===== src/hw/rtl/swq_pkg.sv =====
// Package for the sorted wake-up queue.
// Holds the command codes, result status codes and the entry and cell control types.
// No dependencies.
`default_nettype none

package swq_pkg;

    // Width of a wake tick and of a task id.
    localparam int TICK_W = 32;
    localparam int ID_W   = 8;

    // Command codes.
    localparam logic CMD_ADD = 1'b0;
    localparam logic CMD_POP = 1'b1;

    // Result status codes.
    typedef enum logic [2:0] {
        ST_OK        = 3'd0,
        ST_BAD_ID    = 3'd1,
        ST_FULL      = 3'd2,
        ST_EMPTY     = 3'd3,
        ST_NOT_DUE   = 3'd4,
        ST_DUPLICATE = 3'd5
    } status_t;

    // One queue entry as held by a cell.
    typedef struct packed {
        logic              valid;
        logic [TICK_W-1:0] tick;
        logic [ID_W-1:0]   id;
    } entry_t;

    // Operation broadcast to every cell in a cycle.
    typedef struct packed {
        logic ins;
        logic pop;
    } cell_op_t;

endpackage

`default_nettype wire


===== src/hw/rtl/swq_cell.sv =====
// One cell of the sorted queue chain: holds a single entry.
// On insert it keeps, takes the new entry or takes its left neighbor; on pop it takes
// its right neighbor. Depends on swq_pkg.
`default_nettype none

module swq_cell (
    input  wire logic                        clk,
    input  wire logic                        rst_n,
    input  wire swq_pkg::cell_op_t           op,
    input  wire logic [swq_pkg::TICK_W-1:0]  new_tick,
    input  wire logic [swq_pkg::ID_W-1:0]    new_id,
    input  wire swq_pkg::entry_t             prev_entry,
    input  wire logic                        prev_le,
    input  wire swq_pkg::entry_t             next_entry,
    output swq_pkg::entry_t                  entry,
    output logic                             le
);

    logic                       valid_reg;
    logic                       valid_next;
    logic [swq_pkg::TICK_W-1:0] tick_reg;
    logic [swq_pkg::TICK_W-1:0] tick_next;
    logic [swq_pkg::ID_W-1:0]   id_reg;
    logic [swq_pkg::ID_W-1:0]   id_next;

    // This entry stays in place on insert when it wakes no later than the new one.
    assign le = valid_reg && (tick_reg <= new_tick);

    assign entry.valid = valid_reg;
    assign entry.tick  = tick_reg;
    assign entry.id    = id_reg;

    // Choose what the cell holds after this cycle.
    always_comb
    begin
        valid_next = valid_reg;
        tick_next  = tick_reg;
        id_next    = id_reg;
        if (op.pop)
        begin
            valid_next = next_entry.valid;
            tick_next  = next_entry.tick;
            id_next    = next_entry.id;
        end
        else if (op.ins && !le)
        begin
            if (prev_le)
            begin
                valid_next = 1'b1;
                tick_next  = new_tick;
                id_next    = new_id;
            end
            else
            begin
                valid_next = prev_entry.valid;
                tick_next  = prev_entry.tick;
                id_next    = prev_entry.id;
            end
        end
    end

    // The valid flag is control state and is cleared by reset.
    always_ff @(posedge clk or negedge rst_n)
    begin
        if (!rst_n)
        begin
            valid_reg <= 1'b0;
        end
        else
        begin
            valid_reg <= valid_next;
        end
    end

    // Tick and id are payload and carry no reset.
    always_ff @(posedge clk)
    begin
        tick_reg <= tick_next;
        id_reg   <= id_next;
    end

endmodule

`default_nettype wire


===== config.mk =====
export PLATFORM = sky130hd
export DESIGN_NAME = swq_cell
export DESIGN_NICKNAME = d
export VERILOG_FILES = /design/src/hw/rtl/swq_pkg.sv /design/src/hw/rtl/swq_cell.sv
export SDC_FILE = /design/constraint.sdc
export NUM_CORES = 1
export LEC_CHECK = 0
export BUFFER_PORTS_ARGS = -buffer_cell sky130_fd_sc_hd__buf_2
export CAP_MARGIN = 20
export CORE_ASPECT_RATIO = 1.2
export CORE_UTILIZATION = 35
export CTS_BUF_LIST = sky130_fd_sc_hd__clkbuf_8
export CTS_CLUSTER_SIZE = 24
export DETAILED_ROUTE_END_ITERATION = 8
export PLACE_DENSITY = 0.79
export SYNTH_ARGS = -nofsm -noshare
export SYNTH_HDL_FRONTEND = slang
export SYNTH_SLANG_ARGS = --single-unit

===== constraint.sdc =====
create_clock -name clk -period 2.85 [get_ports clk]
set_input_delay 0.1425 -clock clk [delete_from_list [all_inputs] [get_ports clk]]
set_output_delay 0.1425 -clock clk [all_outputs]
set_load 0.005 [all_outputs]

After elaboration in Yosys (flattened, before gate mapping)
Index checks and enable logic that the tools add are counted.

word-level totals
  flip-flop bits (word level) = 41

operators by class
  multiplexer cells = 9
  order comparisons = 1
  reductions and logical operators = 4

operators by type and width
  kind                 count
  $mux W32             3
  $le A32 B32 Y1       1
  $mux W8              3
  $mux W1              3
  $logic_and A1 B1 Y1  2
  $reduce_bool A2 Y1   1
  $logic_not A1 Y1     1

Depth between registers and ports, before layout
  depth after elaboration = 6
  gate-level depth with buffers = 8
  mapped depth without buffers = 8

Worst setup path before layout
Ideal clock, no wire load.

  kind = reg-to-reg
  start = register tick_reg[30] (netlist bit)
  end = register id_reg[0] (netlist bit), enable pin
  path slack = -0.016 ns
  setup time = 0.396 ns
  path buffers = 0
  clock period less this slack = 2.866 ns
  stages on the path, launching flop included = 8
  data required time = 2.454 ns
  data arrival time = 2.470 ns
  path through = edfxtp_1 ha_1 nand4_2 nor4_2 a221oi_1 nor4bb_1 o22ai_2 a21o_1

between the ends
  word-level cells in the longest chain between the ends = 5

RTL lines
  element                              line            source
  start, declared                      swq_cell.sv:21  logic [swq_pkg::TICK_W-1:0] tick_reg;
  start signal, assigned               swq_cell.sv:78  tick_reg <= tick_next;
  $le A32 B32 Y1                       swq_cell.sv:27  assign le = valid_reg && (tick_reg <= new_tick);
  $logic_and A1 B1 Y1                  swq_cell.sv:27
  $logic_not A1 Y1                     swq_cell.sv:45  else if (op.ins && !le)
  $logic_and A1 B1 Y1                  swq_cell.sv:45
  $reduce_bool A2 Y1 (no source line)  -
  end signal, assigned                 swq_cell.sv:79  id_reg <= id_next;
  end, declared                        swq_cell.sv:23  logic [swq_pkg::ID_W-1:0] id_reg;

No other way between the ends.
A chain may end at the register's enable or synchronous reset.

Worst setup path in the final report
  start = register tick_reg[31] (netlist bit)
  end = register tick_reg[24] (netlist bit), enable pin

between the ends
  word-level cells in the longest chain between the ends = 5

RTL lines
  element                              line
  $le A32 B32 Y1                       swq_cell.sv:27
  $logic_and A1 B1 Y1                  swq_cell.sv:27
  $logic_not A1 Y1                     swq_cell.sv:45
  $logic_and A1 B1 Y1                  swq_cell.sv:45
  $reduce_bool A2 Y1 (no source line)  -

No other way between the ends.

==> tab_implementation.tex <==
\begin{tabular}{lr}
\hline
Metric & Value \\
\hline
\multicolumn{2}{l}{\textbf{Status}} \\
Status & completed \\
\multicolumn{2}{l}{\textbf{Place}} \\
Cell count after placement & 553 \\
Final weighted congestion in routability-driven placement & 0.7756 \\
Post-Place Worst Slack & 0.1564 ns \\
HPWL reported at the end of detailed placement & 6441 um \\
Port-buffer cells & 168 \\
\multicolumn{2}{l}{\textbf{Cells and area}} \\
Flip-flop and latch area & 1226 sq um \\
Post-layout instance count excluding filler cells & 562 \\
Number of flip-flops in the largest register & 32 \\
Filler instances & 788 \\
Net count reported at finish & 625 \\
Fraction of layout cells with a size suffix above 1 & 0.3919 \\
Area occupied by multi-input gates & 1508 sq um \\
Layout Area Growth over Synthesis & 36.52\% \\
Count of inserted antenna diode cells & 0 \\
\multicolumn{2}{l}{\textbf{Die}} \\
Die X-Extent & 85.37 um \\
Area of the core & 8108 sq um \\
Row cnt & 36 \\
Height of the chip & 102.0 um \\
Initial core utilization & 0.3600 \\
Num ports & 169 \\
Area enclosed by the die boundary & 8711 sq um \\
\multicolumn{2}{l}{\textbf{Route}} \\
First-pass detailed-route iteration total & 4 \\
Starting DRC count in detailed routing & 78 \\
Final routed wirelength across all metal layers & 7904 um \\
Post-DRT Antenna Nets & 0 \\
Total number of vias & 2765 \\
WL/cell & 14.06 um \\
DR DRC count & 0 \\
Routed via count divided by cell count & 4.920 \\
\multicolumn{2}{l}{\textbf{Yosys}} \\
Basic-gate share of the synthesized area counting and, or, nand and nor cells & 0.1110 \\
Flip-flop cell with the highest count after synthesis & sky130\_fd\_sc\_hd\_\_edfxtp\_1 \\
Total number of yosys warnings & 0 \\
Compound-Gate Fraction of Synth Area & 0.1286 \\
Synth area leaders & sky130\_fd\_sc\_hd\_\_edfxtp\_1 41\%, sky130\_fd\_sc\_hd\_\_ha\_1 14\%, sky130\_fd\_sc\_hd\_\_mux2i\_1 14\%, sky130\_fd\_sc\_hd\_\_o21ai\_0 7.5\%, sky130\_fd\_sc\_hd\_\_nand2\_1 6.6\% \\
Cell area after synthesis & 2919 sq um \\
Mean Syn Cell Area & 9.666 sq um \\
Mapped Nets & 461 \\
Number of distinct standard cells referenced by the synthesized netlist & 27 \\
Adder-cell share of the synthesized area & 0.1372 \\
Xor and xnor fraction of the mapped netlist area & 0 \\
Cell count after synthesis & 302 \\
Flip-flop and latch count after synthesis & 41 \\
Share of async-settable or async-resettable flops after synthesis & 0.02439 \\
Largest family of logic cells by synthesized area & adder cells \\
Post-synth top area cell & sky130\_fd\_sc\_hd\_\_edfxtp\_1 \\
Area fraction of the dominant cell type after synthesis & 0.4115 \\
Share of synthesized area spent on multiplexers & 0.1372 \\
Sequential cell area fraction in the yosys report & 0.4201 \\
Count of flip-flops with a built-in enable after synthesis & 40 \\
\multicolumn{2}{l}{\textbf{STA}} \\
Final number of hold-violating endpoints & 0 \\
Worst setup slack after layout & 0.1792 ns \\
Max-slew headroom & 0.5973 \\
Top achievable clock speed & 374.4 MHz \\
Worst-Margin Slew & 0.6040 ns \\
Total setup violations reported at the end of the flow & 0 \\
Clock tree skew after final layout & 0.005159 ns \\
Worst hold slack across all endpoints & 0.1128 ns \\
Final clock period utilization by the worst path & 0.9371 \\
Number of max-slew violations in the final report & 0 \\
Shortest period the worst path allows & 2.671 ns \\
\multicolumn{2}{l}{\textbf{Global routing}} \\
Tot GR Track Use & 0.1772 \\
First-pass GRT wire length & 11830 um \\
Grt total ovfl & 0 \\
Number of global-route vias before repair & 2579 \\
Number of antenna violations at the first check in global routing & 0 \\
Largest net degree at the start of global routing & 66 \\
\multicolumn{2}{l}{\textbf{Setup path}} \\
Startpoint type of the worst setup path & flop \\
R2R Setup Slk & 0.18 ns \\
Category of the worst setup path capture point & flop \\
Start-to-end type of the worst setup path & reg -> reg \\
Worst-case reg-to-reg path depth & 8 \\
Required time of the worst setup path & 2.84 ns \\
Critical path arrival & 2.66 ns \\
Worst Path Max Fanout & 30 \\
\multicolumn{2}{l}{\textbf{Clock network}} \\
Clock root cell & sky130\_fd\_sc\_hd\_\_clkbuf\_8 \\
Clock-pin transition on the worst setup and hold timing paths & 0.08 ns \\
CTS tree & built \\
Maximum level of the CTS H-tree & 2 \\
Clock tree sinks & 41 \\
Number of buffers created by CTS & 5 \\
Clock Tree Buf Depth & 2 \\
Clock latency at the later pin of the worst-skew pair & 0.29 ns \\
Buffers inserted by post-CTS timing repair & 0 \\
\multicolumn{2}{l}{\textbf{Worst hold path}} \\
Cell count of the worst hold path & 3 \\
HP Class & in -> reg \\
\multicolumn{2}{l}{\textbf{Power and ir drop}} \\
Power density over the cells & 433.0 nW/um\^{}2 \\
Leakage & 2.091 nW \\
VDD IR max & 0.0002744 V \\
\multicolumn{2}{l}{\textbf{Flow run}} \\
Max-cap violations & 0 \\
\hline
\end{tabular}
-- routing by layer --
layer	track usage	share of wire
met1	0.1910	0.39
met2	0.3517	0.54
met3	0.04120	0.063
met4	0.03718	0.0091
met5	0	0
-- final timing paths --
kind | end | from
worst max-delay path | tick_reg[24] | tick_reg[31]
worst min-delay path | valid_reg | next_entry[40]
worst max register to register | tick_reg[24] | tick_reg[31]
worst min register to register | valid_reg | valid_reg
max in group asynchronous | valid_reg | rst_n
min in group asynchronous | valid_reg | rst_n
-- critical path: stages, from the launching register on --
cell and delay (ns):
sky130_fd_sc_hd__edfxtp_1 0.41, sky130_fd_sc_hd__ha_1 0.35, sky130_fd_sc_hd__nand4_2 0.12, sky130_fd_sc_hd__nor4_2 0.34, sky130_fd_sc_hd__a221oi_1 0.13, sky130_fd_sc_hd__nor4bb_2 0.21
sky130_fd_sc_hd__o22ai_2 0.22, sky130_fd_sc_hd__a21o_2 0.34, sky130_fd_sc_hd__buf_12 0.25
-- cells by family after synthesis --
group / count (synthesis)
AO/OA/AOI/OAI: 69
multiplexers: 40
adder cells (fa/ha/maj): 32
buffers and inverters: 49
AND/OR/NAND/NOR: 71
flip-flops: 41
-- cell usage in the layout (no fill, tap or decap), drive strengths merged --
cell type	instances
a211oi	1
a21o	3
a21oi	16
a221oi	1
and4	3
buf	171
bufinv	1
clkbuf	5
clkinv	1
dfrtp	1
dlygate4sd3	1
edfxtp	40
ha	32
inv	35
mux2i	40
nand2	51
nand3	2
nand4	3
nor2	7
nor2b	2
nor3	1
nor4	1
nor4bb	1
o2111ai	1
o211ai	1
o21a	1
o21ai	44
o22ai	1
-- Yosys cell counts (2+ instances only) --
library cell / n
sky130_fd_sc_hd__nand2_1: 51
sky130_fd_sc_hd__o21ai_0: 44
sky130_fd_sc_hd__edfxtp_1: 40
sky130_fd_sc_hd__mux2i_1: 40
sky130_fd_sc_hd__inv_1: 34
sky130_fd_sc_hd__ha_1: 32
sky130_fd_sc_hd__a21oi_1: 16
sky130_fd_sc_hd__clkbuf_1: 10
sky130_fd_sc_hd__nor2_1: 7
sky130_fd_sc_hd__buf_2: 4
sky130_fd_sc_hd__a21o_1: 3
sky130_fd_sc_hd__and4_1: 3
sky130_fd_sc_hd__nand3_1: 2
sky130_fd_sc_hd__nand4_1: 2
sky130_fd_sc_hd__nor2b_1: 2
-- per-stage QoR --
step	util	cell area, sq um	TNS (ns)	total power [mW]
6_report	0.4915	3985	0	1.726
5_1_grt	0.4915	3985	-0.6869	1.838
3_5_place_dp	0.4764	3862	0	1.293
4_1_cts	0.4907	3979	0	1.749
3_3_place_gp	0.4764	3862	0	1.269
2_1_floorplan	-	2920	0	1.043
-- timing repair --
action / CTS / global route
endpoints found under the setup margin: 0 / 30
endpoints found under the hold margin: 1 / 0
hold buffers: 1 / 0
gates resized for setup: 0 / 1
-- where the power goes --
part | internal [mW] | switching, mW
registers | 0.753 | 0.0346
logic | 0.236 | 0.251
clock network | 0.255 | 0.196
-- area by class of cell --
| type | instances | area share |
|---|---|---|
| clock inverter | 3 | 0.009419 |
| sequential | 41 | 0.3077 |
| timing repair buffer | 172 | 0.2254 |
| tap | 95 | 0.02983 |
| clock buffer | 5 | 0.01727 |
| multi-input combinational | 212 | 0.3783 |
| inverter | 34 | 0.03203 |
(Power assumes the default switching activity.)
